**config.mk**
```make
export PLATFORM = sky130hd
export DESIGN_NAME = nvme_io_queue_engine_unit
export DESIGN_NICKNAME = d
export VERILOG_FILES = /design/src/rtl/nvqe_pkg.sv /design/src/rtl/nvqe_alu.sv /design/src/rtl/nvme_io_queue_engine_unit.sv
export SDC_FILE = /design/constraint.sdc
export NUM_CORES = 1
export LEC_CHECK = 0
export BUFFER_PORTS_ARGS = -buffer_cell sky130_fd_sc_hd__buf_2
export CAP_MARGIN = 40
export CORE_ASPECT_RATIO = 0.8
export CORE_MARGIN = 2
export CORE_UTILIZATION = 57
export CTS_CLUSTER_SIZE = 28
export DETAILED_ROUTE_END_ITERATION = 7
export PLACE_DENSITY = 0.92
export SLEW_MARGIN = 5
export SYNTH_ARGS = -nofsm -noshare
export SYNTH_HDL_FRONTEND = slang
export SYNTH_SLANG_ARGS = --single-unit
```
**constraint.sdc**
```tcl
create_clock -name aclk -period 15.8 [get_ports aclk]
set_clock_uncertainty 0.15 [all_clocks]
set_input_delay 0.79 -clock aclk [delete_from_list [all_inputs] [get_ports aclk]]
set_output_delay 0.79 -clock aclk [all_outputs]
set_load 0.01 [all_outputs]
```
**src/rtl/nvqe_pkg.sv**
```systemverilog
// Shared types, constants and helpers for the I/O queue engine.
// Used by every module of the block; depends on nothing else.

package nvqe_pkg;

    // Queue-pair configuration.
    localparam int QUEUE_DEPTH      = 64;
    localparam int MAX_LIST_ENTRIES = 32;
    localparam int IO_QUEUE_ID      = 1;

    localparam int QIDX_W = $clog2(QUEUE_DEPTH);
    localparam int CNT_W  = $clog2(MAX_LIST_ENTRIES + 1);

    // Shared adder width: byte counts are 32 bits wide, plus carry and sign.
    localparam int ALU_W = 34;
    localparam int REM_W = ALU_W - 1;
    localparam int ENT_W = ALU_W - 12;

    localparam int DB_W  = 19;
    localparam int DBV_W = 6;

    localparam logic [12:0]      PAGE_BYTES    = 13'h1000;
    localparam logic [ALU_W-1:0] PAGE_ROUND    = ALU_W'(32'h0000_0FFF);
    localparam logic [ALU_W-1:0] PAGE_STEP     = ALU_W'(32'h0000_1000);
    localparam logic [DB_W-1:0]  DOORBELL_BASE = DB_W'(32'h0000_1000);
    localparam logic [10:0]      CODE_MASK     = 11'h7FF;

    localparam logic [4:0] SQ_DB_SLOT = 5'(2 * IO_QUEUE_ID);
    localparam logic [4:0] CQ_DB_SLOT = 5'(2 * IO_QUEUE_ID + 1);

    // Configuration register indexes.
    localparam logic [7:0] REG_BLOCK_ENABLED = 8'd0;
    localparam logic [7:0] REG_SECTOR_SHIFT  = 8'd1;
    localparam logic [7:0] REG_LIST_BASE     = 8'd2;
    localparam logic [7:0] REG_DB_STRIDE     = 8'd3;

    typedef enum logic [2:0] {
        KIND_CMD       = 3'd0,
        KIND_LIST      = 3'd1,
        KIND_DONE      = 3'd2,
        KIND_NOT_READY = 3'd3,
        KIND_REJECT    = 3'd4
    } kind_t;

    typedef enum logic [2:0] {
        ST_IDLE,
        ST_REM,
        ST_ROUND,
        ST_CHECK,
        ST_NEXT,
        ST_LIST,
        ST_EMIT
    } state_t;

    typedef struct packed {
        logic        req_type;
        logic [63:0] start_lba;
        logic [16:0] block_count;
        logic [31:0] buffer_address;
        logic [7:0]  opcode;
        logic [15:0] completion_status;
    } in_word_t;

    typedef struct packed {
        logic [2:0]       result_kind;
        logic [31:0]      command_word0;
        logic [31:0]      prp_first;
        logic [31:0]      prp_second;
        logic [63:0]      cmd_lba;
        logic [15:0]      cmd_count_minus_one;
        logic [31:0]      list_entry;
        logic [DB_W-1:0]  doorbell_offset;
        logic [DBV_W-1:0] doorbell_value;
        logic             status_ok;
        logic             last;
    } out_word_t;

    typedef struct packed {
        logic             sub;
        logic [ALU_W-1:0] a;
        logic [ALU_W-1:0] b;
    } alu_req_t;

    typedef struct packed {
        logic [ALU_W-1:0] sum;
        logic             neg;
        logic             zero;
    } alu_rsp_t;

    // Doorbell register offset for a slot, wrapping at the field width.
    function automatic logic [DB_W-1:0] doorbell_at(input logic [4:0] slot,
                                                    input logic [3:0] stride_shift);
        logic [DB_W-1:0] step;
        step = DB_W'(slot) << ({1'b0, stride_shift} + 5'd2);
        return DOORBELL_BASE + step;
    endfunction

endpackage

```
**src/rtl/nvqe_alu.sv**
```systemverilog
// Shared add/subtract unit with sign and zero flags.
// Depends on nvqe_pkg for the request and response types.

module nvqe_alu import nvqe_pkg::*; (
    input  alu_req_t req,
    output alu_rsp_t rsp
);

    logic [ALU_W-1:0] sum;

    always_comb begin
        sum      = req.sub ? (req.a - req.b) : (req.a + req.b);
        rsp.sum  = sum;
        rsp.neg  = sum[ALU_W-1];
        rsp.zero = (sum == '0);
    end

endmodule

```
**src/rtl/nvme_io_queue_engine_unit.sv**
```systemverilog
// Host-side engine for one I/O submission/completion queue pair with PRP pointers.
// Depends on nvqe_pkg and nvqe_alu.

// A completion word, or a submit while the block is disabled, passes from the
// idle state to the emit state, which loads its single result word into the
// output register once the output is free. An accepted submit first uses the
// shared 34-bit adder for the bytes past the first page. If any bytes remain,
// a second step rounds them up to whole pages. A third step then either forms
// the second page pointer or checks the list size against the limit. List
// entries follow at one cycle each while the output is free (up to 32), and
// the command word comes last. If the transfer fits in the first page, the
// command word is loaded from the emit state straight after the first step.
// If a second page pointer is needed, it is loaded after the third step, and a
// list that is too long is rejected after the check. Otherwise the list entries
// come between the check and the command word. Every step goes through that
// one adder, which sets the pace. The input side is ready again once the final
// result word is in the output register, so a result that waits to be taken
// does not hold back the next input word. Configuration writes are always ready.

module nvme_io_queue_engine_unit import nvqe_pkg::*; (
    input  logic      aclk,
    input  logic      aresetn,
    input  logic      s_valid,
    output logic      s_ready,
    input  in_word_t  s_data,
    output logic      m_valid,
    input  logic      m_ready,
    output out_word_t m_data,
    input  logic      cfg_valid,
    output logic      cfg_ready,
    input  logic [7:0]  cfg_index,
    input  logic [31:0] cfg_data
);

    state_t state_reg, state_next;

    logic        enabled_reg;
    logic [3:0]  sector_shift_reg;
    logic [31:0] list_base_reg;
    logic [3:0]  stride_reg;

    logic [15:0]       cmd_id_reg, cmd_id_next;
    logic [QIDX_W-1:0] tail_reg, tail_next;
    logic [QIDX_W-1:0] head_reg, head_next;
    logic              phase_reg, phase_next;

    in_word_t          item_reg, item_next;
    kind_t             kind_reg, kind_next;
    logic [REM_W-1:0]  rem_reg, rem_next;
    logic [ENT_W-1:0]  ent_reg, ent_next;
    logic [CNT_W-1:0]  cnt_reg, cnt_next;
    logic [31:0]       page_reg, page_next;
    logic [31:0]       prp2_reg, prp2_next;

    logic      m_valid_reg, m_valid_next;
    out_word_t m_data_reg, m_data_next;

    alu_req_t alu_req;
    alu_rsp_t alu_rsp;

    logic [31:0]       nbytes;
    logic [12:0]       first_rem;
    logic [QIDX_W-1:0] tail_inc, head_inc;
    logic              out_free;
    logic              accept;

    nvqe_alu u_alu (
        .req (alu_req),
        .rsp (alu_rsp)
    );

    assign s_ready   = (state_reg == ST_IDLE);
    assign accept    = s_valid && s_ready;
    assign cfg_ready = 1'b1;
    assign m_valid   = m_valid_reg;
    assign m_data    = m_data_reg;
    assign out_free  = !m_valid_reg || m_ready;

    assign nbytes    = {15'd0, item_reg.block_count} << sector_shift_reg;
    assign first_rem = PAGE_BYTES - {1'b0, item_reg.buffer_address[11:0]};
    assign tail_inc  = (tail_reg == QIDX_W'(QUEUE_DEPTH - 1)) ? '0 : tail_reg + 1'b1;
    assign head_inc  = (head_reg == QIDX_W'(QUEUE_DEPTH - 1)) ? '0 : head_reg + 1'b1;

    // Operand selection for the shared adder.
    always_comb begin
        alu_req = '0;
        unique case (state_reg)
            ST_REM: begin
                alu_req.sub = 1'b1;
                alu_req.a   = ALU_W'(nbytes);
                alu_req.b   = ALU_W'(first_rem);
            end
            ST_ROUND: begin
                alu_req.a = ALU_W'(rem_reg);
                alu_req.b = PAGE_ROUND;
            end
            ST_CHECK: begin
                alu_req.sub = 1'b1;
                alu_req.a   = ALU_W'(MAX_LIST_ENTRIES);
                alu_req.b   = ALU_W'(ent_reg);
            end
            ST_NEXT, ST_LIST: begin
                alu_req.a = ALU_W'(page_reg);
                alu_req.b = PAGE_STEP;
            end
            ST_IDLE, ST_EMIT: begin
                alu_req = '0;
            end
            default: alu_req = '0;
        endcase
    end

    always_ff @(posedge aclk) begin
        if (!aresetn) begin
            state_reg   <= ST_IDLE;
            cmd_id_reg  <= 16'd1;
            tail_reg    <= '0;
            head_reg    <= '0;
            phase_reg   <= 1'b1;
            m_valid_reg <= 1'b0;
        end else begin
            state_reg   <= state_next;
            cmd_id_reg  <= cmd_id_next;
            tail_reg    <= tail_next;
            head_reg    <= head_next;
            phase_reg   <= phase_next;
            m_valid_reg <= m_valid_next;
        end
    end

    always_ff @(posedge aclk) begin
        if (!aresetn) begin
            enabled_reg      <= 1'b0;
            sector_shift_reg <= 4'd9;
            list_base_reg    <= '0;
            stride_reg       <= '0;
        end else if (cfg_valid) begin
            unique case (cfg_index)
                REG_BLOCK_ENABLED: enabled_reg      <= cfg_data[0];
                REG_SECTOR_SHIFT:  sector_shift_reg <= cfg_data[3:0];
                REG_LIST_BASE:     list_base_reg    <= cfg_data;
                REG_DB_STRIDE:     stride_reg       <= cfg_data[3:0];
                default: ;
            endcase
        end
    end

    always_ff @(posedge aclk) begin
        item_reg   <= item_next;
        kind_reg   <= kind_next;
        rem_reg    <= rem_next;
        ent_reg    <= ent_next;
        cnt_reg    <= cnt_next;
        page_reg   <= page_next;
        prp2_reg   <= prp2_next;
        m_data_reg <= m_data_next;
    end

    always_comb begin
        state_next   = state_reg;
        cmd_id_next  = cmd_id_reg;
        tail_next    = tail_reg;
        head_next    = head_reg;
        phase_next   = phase_reg;
        item_next    = item_reg;
        kind_next    = kind_reg;
        rem_next     = rem_reg;
        ent_next     = ent_reg;
        cnt_next     = cnt_reg;
        page_next    = page_reg;
        prp2_next    = prp2_reg;
        m_valid_next = m_valid_reg && !m_ready;
        m_data_next  = m_data_reg;

        unique case (state_reg)
            ST_IDLE: begin
                if (accept) begin
                    item_next  = s_data;
                    page_next  = {s_data.buffer_address[31:12], 12'd0};
                    prp2_next  = '0;
                    state_next = ST_EMIT;
                    if (s_data.req_type) begin
                        kind_next = (s_data.completion_status[0] == phase_reg)
                                    ? KIND_DONE : KIND_NOT_READY;
                    end else if (!enabled_reg) begin
                        kind_next = KIND_REJECT;
                    end else begin
                        kind_next  = KIND_CMD;
                        state_next = ST_REM;
                    end
                end
            end
            ST_REM: begin
                // Bytes beyond what the first page can hold.
                rem_next = alu_rsp.sum[REM_W-1:0];
                if (alu_rsp.neg || alu_rsp.zero) begin
                    state_next = ST_EMIT;
                end else begin
                    state_next = ST_ROUND;
                end
            end
            ST_ROUND: begin
                ent_next = alu_rsp.sum[ALU_W-1:12];
                if (alu_rsp.sum[ALU_W-1:13] == '0) begin
                    state_next = ST_NEXT;
                end else begin
                    state_next = ST_CHECK;
                end
            end
            ST_CHECK: begin
                if (alu_rsp.neg) begin
                    kind_next  = KIND_REJECT;
                    state_next = ST_EMIT;
                end else begin
                    cnt_next   = ent_reg[CNT_W-1:0];
                    prp2_next  = list_base_reg;
                    state_next = ST_LIST;
                end
            end
            ST_NEXT: begin
                prp2_next  = alu_rsp.sum[31:0];
                state_next = ST_EMIT;
            end
            ST_LIST: begin
                if (out_free) begin
                    m_valid_next           = 1'b1;
                    m_data_next            = '0;
                    m_data_next.result_kind = KIND_LIST;
                    m_data_next.list_entry = alu_rsp.sum[31:0];
                    page_next              = alu_rsp.sum[31:0];
                    cnt_next               = cnt_reg - 1'b1;
                    if (cnt_reg == CNT_W'(1)) begin
                        state_next = ST_EMIT;
                    end
                end
            end
            ST_EMIT: begin
                if (out_free) begin
                    m_valid_next            = 1'b1;
                    m_data_next             = '0;
                    m_data_next.result_kind = kind_reg;
                    m_data_next.last        = 1'b1;
                    state_next              = ST_IDLE;
                    unique case (kind_reg)
                        KIND_CMD: begin
                            m_data_next.command_word0 =
                                {cmd_id_reg, 8'd0, item_reg.opcode};
                            m_data_next.prp_first           = item_reg.buffer_address;
                            m_data_next.prp_second          = prp2_reg;
                            m_data_next.cmd_lba             = item_reg.start_lba;
                            m_data_next.cmd_count_minus_one =
                                item_reg.block_count[15:0] - 16'd1;
                            m_data_next.doorbell_offset = doorbell_at(SQ_DB_SLOT, stride_reg);
                            m_data_next.doorbell_value  = DBV_W'(tail_inc);
                            cmd_id_next = cmd_id_reg + 16'd1;
                            tail_next   = tail_inc;
                        end
                        KIND_DONE: begin
                            m_data_next.doorbell_offset = doorbell_at(CQ_DB_SLOT, stride_reg);
                            m_data_next.doorbell_value  = DBV_W'(head_inc);
                            m_data_next.status_ok =
                                ((item_reg.completion_status[11:1] & CODE_MASK) == '0);
                            head_next = head_inc;
                            // The expected phase flips each time the head wraps.
                            if (head_inc == '0) begin
                                phase_next = !phase_reg;
                            end
                        end
                        KIND_LIST, KIND_NOT_READY, KIND_REJECT: ;
                        default: ;
                    endcase
                end
            end
            default: state_next = ST_IDLE;
        endcase
    end

    a_list_not_last: assert property (@(posedge aclk) disable iff (!aresetn)
        (m_valid && m_data.result_kind == KIND_LIST) |-> !m_data.last)
        else $error("list entry word marked as last");

    a_list_count_live: assert property (@(posedge aclk) disable iff (!aresetn)
        (state_reg == ST_LIST) |-> (cnt_reg != '0))
        else $error("list emission with no entries left");

    a_tail_advances: assert property (@(posedge aclk) disable iff (!aresetn)
        (state_reg == ST_EMIT && out_free && kind_reg == KIND_CMD)
        |=> (tail_reg != $past(tail_reg)) && (cmd_id_reg == $past(cmd_id_reg) + 16'd1))
        else $error("command issued without advancing tail and command id");

    a_phase_on_wrap: assert property (@(posedge aclk) disable iff (!aresetn)
        ($past(aresetn) && phase_reg != $past(phase_reg)) |-> (head_reg == '0))
        else $error("phase flipped without head wrap");

endmodule
```
# Word-level counts from Yosys, hierarchy flattened
# Cells that the tools add are included.
dict set report op_classes {
  addsub 11
  n_eq_ne 20
  shift 3
  muxes 38
  n_reduce_logical 36
}
# operator n
set op_table {}
lappend op_table {{$mux W238} 2}
lappend op_table {{$pmux W238 S2} 1}
lappend op_table {{$pmux W67 S4} 1}
lappend op_table {{$mux W176} 1}
lappend op_table {{$mux W32} 4}
lappend op_table {{$pmux W32 S3} 1}
lappend op_table {{$pmux W32 S2} 1}
lappend op_table {{$pmux W25 S2} 1}
lappend op_table {{$add A13 B19 Y19 const A} 2}
lappend op_table {{$shl A2 B5 Y19 const A} 2}
lappend op_table {{$mux W3} 12}
lappend op_table {{$add A33 B34 Y34} 1}
lappend op_table {{$logic_not A34 Y1} 1}
lappend op_table {{$mux W34} 1}
lappend op_table {{$sub A33 B34 Y34} 1}
lappend op_table {{$shl A17 B4 Y32} 1}
lappend op_table {{$mux W6} 4}
lappend op_table {{$logic_not A21 Y1} 1}
lappend op_table {{$pmux W3 S7} 1}
lappend op_table {{$reduce_and A3 Y1} 7}
lappend op_table {{$add A16 B1 Y16 const B} 1}
lappend op_table {{$eq A8 B2 Y1 const B} 2}
lappend op_table {{$sub A16 B1 Y16 const B} 1}
lappend op_table {{$sub A13 B12 Y13 const A} 1}
lappend op_table {{other kinds (28)} 57}
dict set report word_totals {
  ff_bits 573
  in_bits 183
  output_inout_bits 241
  word_cells 140
}

# Depth between registers and ports, before layout
# Gate-level depths: netlist of the first run.
dict set report depth {
  depth_word 9
  mapped_depth 28
  mapped_depth_nobuf 24
}

# Hierarchy
# Synthesis of the first run repeated with hierarchy kept, for this count alone.
dict set report unflattened {
  hier_cells 2086
  hier_area_um2 25769.7
}
# mod n_inst cells_per_inst area_each_um2 seq_area_each_um2
set modules_own_cells {}
lappend modules_own_cells {nvme_io_queue_engine_unit 1 1691 23117.2 16195.5}
lappend modules_own_cells {nvqe_alu 1 395 2652.5 0.0}

# Worst setup path after synthesis of the first run
# No wires, ideal clock.
dict set report synth_path {
  kind {flip-flop to flip-flop}
  start {register state_reg[2]}
  end {register m_data_reg (netlist bit m_data[0]) (enable)}
  setup_time_ns 0.898
  arrival_ns 12.311
  t_required_ns 14.752
  slack_ns 2.441
  path_stages_with_launch 7
  n_path_buf 4
  period_less_slack_ns 13.359
  cell_sequence {dfxtp_1 buf_2 clkbuf_1 nand2_1 clkbuf_1 buf_1 a21oi_1}
}
dict set report synth_via {
  elab_chain_len 3
  elab_cells_between_ends 6
  cone_classes {4 x eq/ne; 2 x reduce/logical}
}
# item line_no
set synth_rtl {}
lappend synth_rtl {{from (decl)} nvme_io_queue_engine_unit.sv:35} ;# state_t state_reg, state_next;
lappend synth_rtl {{from (signal assigned)} nvme_io_queue_engine_unit.sv:122} ;# state_reg <= state_next;
lappend synth_rtl {{$eq A3 B3 Y1} nvme_io_queue_engine_unit.sv:175} ;# unique case (state_reg)
lappend synth_rtl {{$ne A2 B2 Y1 (no source line) or $reduce_bool A2 Y1 (tied branches)} -}
lappend synth_rtl {{$reduce_and A3 Y1 (no source line) *} -}
lappend synth_rtl {{to (signal assigned)} nvme_io_queue_engine_unit.sv:156} ;# m_data_reg <= m_data_next;
lappend synth_rtl {{to (decl)} nvme_io_queue_engine_unit.sv:56} ;# out_word_t m_data_reg, m_data_next;
# Every way passes the cells marked *; elsewhere a longest branch is shown, timed or not.
# A chain may end at the register's enable or synchronous reset.

# Worst setup path in the final report of the first run
dict set report layout_path {
  start {register state_reg[0]}
  end {register state_reg[0]}
}
dict set report layout_via {
  elab_chain_len 8
  elab_cells_between_ends 24
  cone_classes {2 x add/sub; 10 x eq/ne; 6 x mux; 6 x reduce/logical}
}
# item line_no
set layout_rtl {}
lappend layout_rtl {{$eq A3 B3 Y1} {nvme_io_queue_engine_unit.sv:87, nvme_io_queue_engine_unit.sv:175}}
lappend layout_rtl {{$reduce_or A2 Y1} nvme_io_queue_engine_unit.sv:87} ;# unique case (state_reg)
lappend layout_rtl {{$pmux W67 S4} nvme_io_queue_engine_unit.sv:87}
lappend layout_rtl {{$add A33 B34 Y34 or $sub A33 B34 Y34 (tied branches)} nvqe_alu.sv:12} ;# sum = req.sub ? (req.a - req.b) : (req.a + req.b);
lappend layout_rtl {{$mux W34} nvqe_alu.sv:12}
lappend layout_rtl {{$logic_not A21 Y1} nvme_io_queue_engine_unit.sv:204} ;# if (alu_rsp.sum[ALU_W-1:13] == '0) begin
lappend layout_rtl {{$mux W3} nvme_io_queue_engine_unit.sv:204}
lappend layout_rtl {{$pmux W3 S7} nvme_io_queue_engine_unit.sv:175}
# Parallel ways exist; a longest one is shown, timed or not.

==> results of run 1 <==
[per-stage QoR]
stage,area [sq um],setup WS (ps),std cells
after floorplan,25200,2440,2083
after global placement,27700,7430,2954
after detailed placement,27900,7590,2968
after CTS,29600,7520,3062
after global routing,29600,6820,3077
final,29600,7200,3078
[power groups by stage]
stage,logic (uW),registers (uW),clock network [uW]
after floorplan,1010,2200,0
after global placement,1660,2140,0
after detailed placement,1740,2150,0
after CTS,1750,2120,1260
after global routing,1920,2140,1310
final,1800,2130,1250
[placed cells by master (no fill, tap or decap), types with 11 or more instances in the layout]
cell type    n
edfxtp_1   490
buf_2      412
nand2_1    224
and2_1     175
nor2_1     139
o21ai_0    128
a21oi_1     74
dfxtp_1     74
inv_1       62
ha_1        52
clkbuf_16   52
a21boi_0    50
xnor2_1     48
a22oi_1     32
nor3_1      29
nor2b_1     28
xor2_1      28
mux2i_1     26
buf_4       26
nand3_1     25
nand2b_1    17
a21o_1      17
and3_1      17
diode_2     16
nand4_1     15
o211ai_1    14
or3_1       13
nor4_1      13
a31oi_1     11
[cells by family (layout without fill, tap and decap cells)]
logic type	Yosys count	after routing
and+or+nand+nor	741	741
DFF	564	564
AOI/OAI and AO/OA	413	413
buffers and inverters	184	603
xor gates and xnor gates	77	77
adders and majority gates	53	53
muxes	42	42
other	2	25
[path summary, 6_finish.rpt]
kind,to,depth (start not counted)
worst max register to register,state_reg[0],24
worst min-delay path,item_reg[94],1
worst min register to register,list_base_reg[6],2
worst max-delay path,state_reg[0],24
[cell usage after synthesis (5+ instances only)]
master	instances
a211oi_1	10
a21boi_0	50
a21o_1	17
a21oi_1	75
a222oi_1	5
a22o_1	5
a22oi_1	32
a31oi_1	11
and2_1	176
and3_1	17
buf_1	6
buf_4	10
clkbuf_1	100
dfxtp_1	74
edfxtp_1	490
ha_1	52
inv_1	63
mux2_2	9
mux2i_1	26
mux4_2	7
nand2_1	225
nand2b_1	17
nand3_1	25
nand4_1	15
nor2_1	141
nor2b_1	30
nor3_1	29
nor3b_1	5
nor4_1	13
o211a_1	5
o211ai_1	14
o21a_1	8
o21ai_0	129
o21bai_1	6
or2_2	10
or3_1	13
or4_1	5
xnor2_1	48
xor2_1	28
[layer usage]
layer,GRT usage,vias to the layer above,wire length (um)
li1,-,8280,-
met2,0.499,1041,34300
met4,0.143,2,3000
met5,0,-,13
met1,0.395,8996,27500
met3,0.0681,185,6980
[cell type report]
class / instances / area, sq um
fill: 2931 / 13800
multi-input combinational: 1335 / 8370
antenna: 16 / 40.0
sequential: 564 / 16200
inverter: 64 / 245
clock inverter: 27 / 292
tap: 560 / 701
clock buffer: 67 / 1410
timing repair buffer: 445 / 2380
==> flow_summary.ini, run 1 <==
[run_status]
status = completed

[clocking]
clockBufferDepth = 3
clk_latency_ps = 620
cts_root_buffer = clkbuf_16
htree_levels = 2
path_clk_slew_ps = 70
post_cts_resized = 0
cts_buffers = 52
post_cts_buffers = 0
postCtsHoldBufs = 0
cts_sinks = 564
cts_tree = built

[critical_path]
cp-start-kind = register
slowest_stage = nor2b_1
worst-setup-path-type = register to register
cpMostUsedCell = a21oi_1
regToRegSetupSlack_ps = 7200
crit_path_end_kind = register
timing.rr.start = state_reg[0]
crit_chain = nor2b_1, nand2b_1, inv_1, buf_4, o21ai_0, a21oi_1, or3_4, a2111oi_4, a21oi_1, or2_1, a21oi_1, ha_1, nand4_1, or2_2, o2bb2ai_1, nor3_1, o41ai_1, buf_2, a211o_1, xnor2_1, nor4b_1, nand4b_1, o21ai_0, a31oi_1
critPathBufInv = 3
crit_start = state_reg[0]
cp_max_fo = 47
cp_top_family = simple AND/OR/NAND/NOR gates
worstPathArrival_ps = 8920
critPathMaxStageDelay_ps = 760
required_ps = 16120

[grt]
grt_pass1_vias = 17900
grt_pass1_wl_um = 106000
grt_overflow = 0
antenna_found_initial = 17
grt_util_all_layers = 0.306
grt_max_degree = 161

[floorplanning]
row_count = 68
die_y_um = 192
core_area_sq_mm = 0.0434
io_pins = 424
dieArea_sq_mm = 0.0460
fp.dieW_um = 239
start_util = 0.581

[timing]
fmax_mhz = 116
setup_viol = 0
setup_tns_ps = 0
drv_slew = 0
rsz0062_at_grt = false
hold_ws_ps = 192
finalHoldViolCount = 0
worstMarginPinSlew_ps = 973
finalCriticalPeriod_ps = 8600
finalCritPeriodShare = 0.544
relSlewSlack = 0.349

[detailed_routing]
drtIter0Drc = 2295
post_drt_wl_per_cell_um = 23.3
wl_um = 71900
vias_per_cell = 6.01
firstDrtPassIters = 6
vias = 18500
antenna_left = 0
remaining_drc_errors = 0

[yosys]
synth_xor_area_frac = 0.0270
yosys.area_share.simple = 0.147
synth_edf_count = 490
yosysTopAreaCell = edfxtp_1
synth-main-ff-cell = edfxtp_1
syn_inst = 2076
synth_cell_type_count = 80
synth_area_leaders = edfxtp_1, dfxtp_1, and2_1, nand2_1, ha_1
syn_area_per_cell_sq_um = 12.1
synth_top_family_by_area = simple AND/OR/NAND/NOR gates
syn_area_sq_mm = 0.0252
yosys-mux-area-fraction = 0.0206
ys_ff_latch = 564
async_flop_share = 0
synthAdderAreaFrac = 0.0266
synth_top_area_share = 0.583
synth_warnings = 0
synth-seq-area-share = 0.642
synth_compound_area_frac = 0.107

[power_and_ir_drop]
combPwrFrac = 0.348
p_switching_uw = 1910
swShare = 0.368
power_frac_clock = 0.242
p_per_area_mw_per_mm2 = 175
internal-power_uw = 3280
seq_power_share = 0.410
finalPower_uw = 5180
p_leak_uw = 0.0115
vdd_drop_max_mv = 0.103

[placement]
port_buffers = 410
gp_congestion = 0.955
place.detailed.hpwl_um = 51900

[hold_path]
hold_class = input port to register
hp-start = s_data[94]

[layout]
largest_reg_flops = 230
final_util = 0.683
drive_gt1_frac = 0.229
finalNetCount = 2698
area_growth_pct = 17.5

[job]
cap_violations = 0
Note: power is estimated with default switching activity, not from simulation.
==> run 2, diff against run 1 <==
Settings changed: CORE_UTILIZATION 57 to 51, PLACE_DENSITY 0.92 to 0.87.
Clock period 15.8 ns to 7.4 ns, I/O delays scaled along.
==> run 2 against run 1 <==
  * Die area grew 12%
  * Critical path type unchanged
  * Clock power grew 130%
  * Worst hold slack lost 100 ps
  * Combinational power grew to 2.6 times the previous value
  * Global-route usage grew 1.5 points
  * Sequential share of layout area shrank 4.2 points
  * Largest cell class unchanged
  * Register-to-register slack lost 6600 ps
==> flow_summary.ini, run 2 (synthesis results as in run 1) <==
[run_status]
status = completed

[detailed_routing]
drtIter0Drc = 2757
remaining_drc_errors = 0
antenna_left = 0
vias = 20200
wl_um = 84600
vias_per_cell = 5.95
post_drt_wl_per_cell_um = 24.9
firstDrtPassIters = 5

[floorplanning]
row_count = 72
io_pins = 424
fp.dieW_um = 253
core_area_sq_mm = 0.0486
dieArea_sq_mm = 0.0513
die_y_um = 203
start_util = 0.519

[timing]
setup_tns_ps = 0
fmax_mhz = 146
finalCriticalPeriod_ps = 6830
rsz0062_at_grt = false
relSlewSlack = 0.232
hold_ws_ps = 90.4
setup_viol = 0
finalCritPeriodShare = 0.923
finalHoldViolCount = 0
drv_slew = 0
worstMarginPinSlew_ps = 1150

[power_and_ir_drop]
combPwrFrac = 0.381
p_per_area_mw_per_mm2 = 375
seq_power_share = 0.378
internal-power_uw = 7570
vdd_drop_max_mv = 0.219
power_frac_clock = 0.241
p_switching_uw = 4470
swShare = 0.371
finalPower_uw = 12000
p_leak_uw = 0.0126

[placement]
place.detailed.hpwl_um = 54700
port_buffers = 410
gp_congestion = 0.977
dpl.cell_count = 3115

[grt]
grt_max_degree = 185
grt_util_all_layers = 0.322
grt_pass1_wl_um = 123000
grt_pass1_vias = 19700
antenna_found_initial = 17
grt_overflow = 0

[clocking]
path_clk_slew_ps = 60
cts_sinks = 564
post_cts_buffers = 0
clk_latency_ps = 620
cts_buffers = 53
cts_tree = built
post_cts_resized = 0
cts_root_buffer = clkbuf_16
clockBufferDepth = 3
htree_levels = 2
postCtsHoldBufs = 165

[layout]
finalNetCount = 2943
layout.cells.non_filler = 3395
final_util = 0.661
largest_reg_flops = 230
final_cell_mix = edfxtp_1, buf_2, nand2_1
final_common_cell = edfxtp_1
drive_gt1_frac = 0.239
area_growth_pct = 27.2

[job]
cap_violations = 0

[critical_path]
cp_max_fo = 6
cp-start-kind = register
regToRegSetupSlack_ps = 570
required_ps = 7730
crit_path_end_kind = register
worst-setup-path-type = register to register
worstPathArrival_ps = 7170

[hold_path]
hold_class = input port to register
run 2: cell count changes in the layout (fill, tap and decap cells not counted), sizes merged:
| cell | change |
|---|---|
| clkdlybuf4s18 | +1 |
| clkinvlp | -1 |
| buf | +78 |
| diode | -2 |
| clkbuf | -1 |
| bufinv | +3 |
| clkinv | +5 |
| dlygate4sd3 | +165 |
run 2: final cells by class:
class	count	area (sq um)
Antenna cell	14	35.0
Clock buffer	66	1430
Clock inverter	34	390
Fill cell	3320	16500
Inverter	64	245
Multi-Input combinational cell	1335	8370
Sequential cell	564	16200
Tap cell	629	787
Timing Repair Buffer	689	4630
run 2: worst paths after layout:
check | start | cells after the start | to
worst min-delay path | cfg_index[1] | 4 | enabled_reg
worst max-delay path | item_reg[30] | 23 | state_reg[0]
worst min register to register | list_base_reg[2] | 2 | list_base_reg[2]
worst max register to register | item_reg[30] | 23 | state_reg[0]
run 2: critical path, cell delays in order, from the launching register on:
cell,delay [ps]
edfxtp_1,460
or3_1,460
or4_1,460
nor2_1,140
xor2_1,160
o21ai_0,110
or3_4,390
a2111oi_4,340
a21oi_1,150
or2_1,320
buf_4,160
a21oi_1,300
ha_1,340
a21oi_1,180
o21ai_0,210
a211oi_1,340
o41ai_1,130
buf_4,160
a211o_1,300
xnor2_1,330
nor4b_1,300
nand4b_1,310
o21ai_0,340
a31oi_1,150
run 2: power groups by stage:
stage	clock (uW)	combinational, uW	sequential (uW)
after global placement	0	4250	4570
after detailed placement	0	4320	4580
after floorplan	0	2170	4620
after global routing	3010	4840	4590
after CTS	2860	4420	4520
final	2900	4590	4560
run 2: routing by layer:
metal	global-route usage	routed length, um	vias to the layer above
li1	-	-	8767
met1	0.413	31700	9816
met2	0.526	40000	1331
met3	0.0724	8640	293
met4	0.139	4180	4
met5	0.0105	92	-
run 2: per-stage QoR:
step           area (sq um)  setup slack, ps
2_1_floorplan         25300              800
3_3_place_gp          28500              721
3_5_place_dp          28600              785
4_1_cts               32000              731
5_1_grt               32100              120
6_report              32100              569
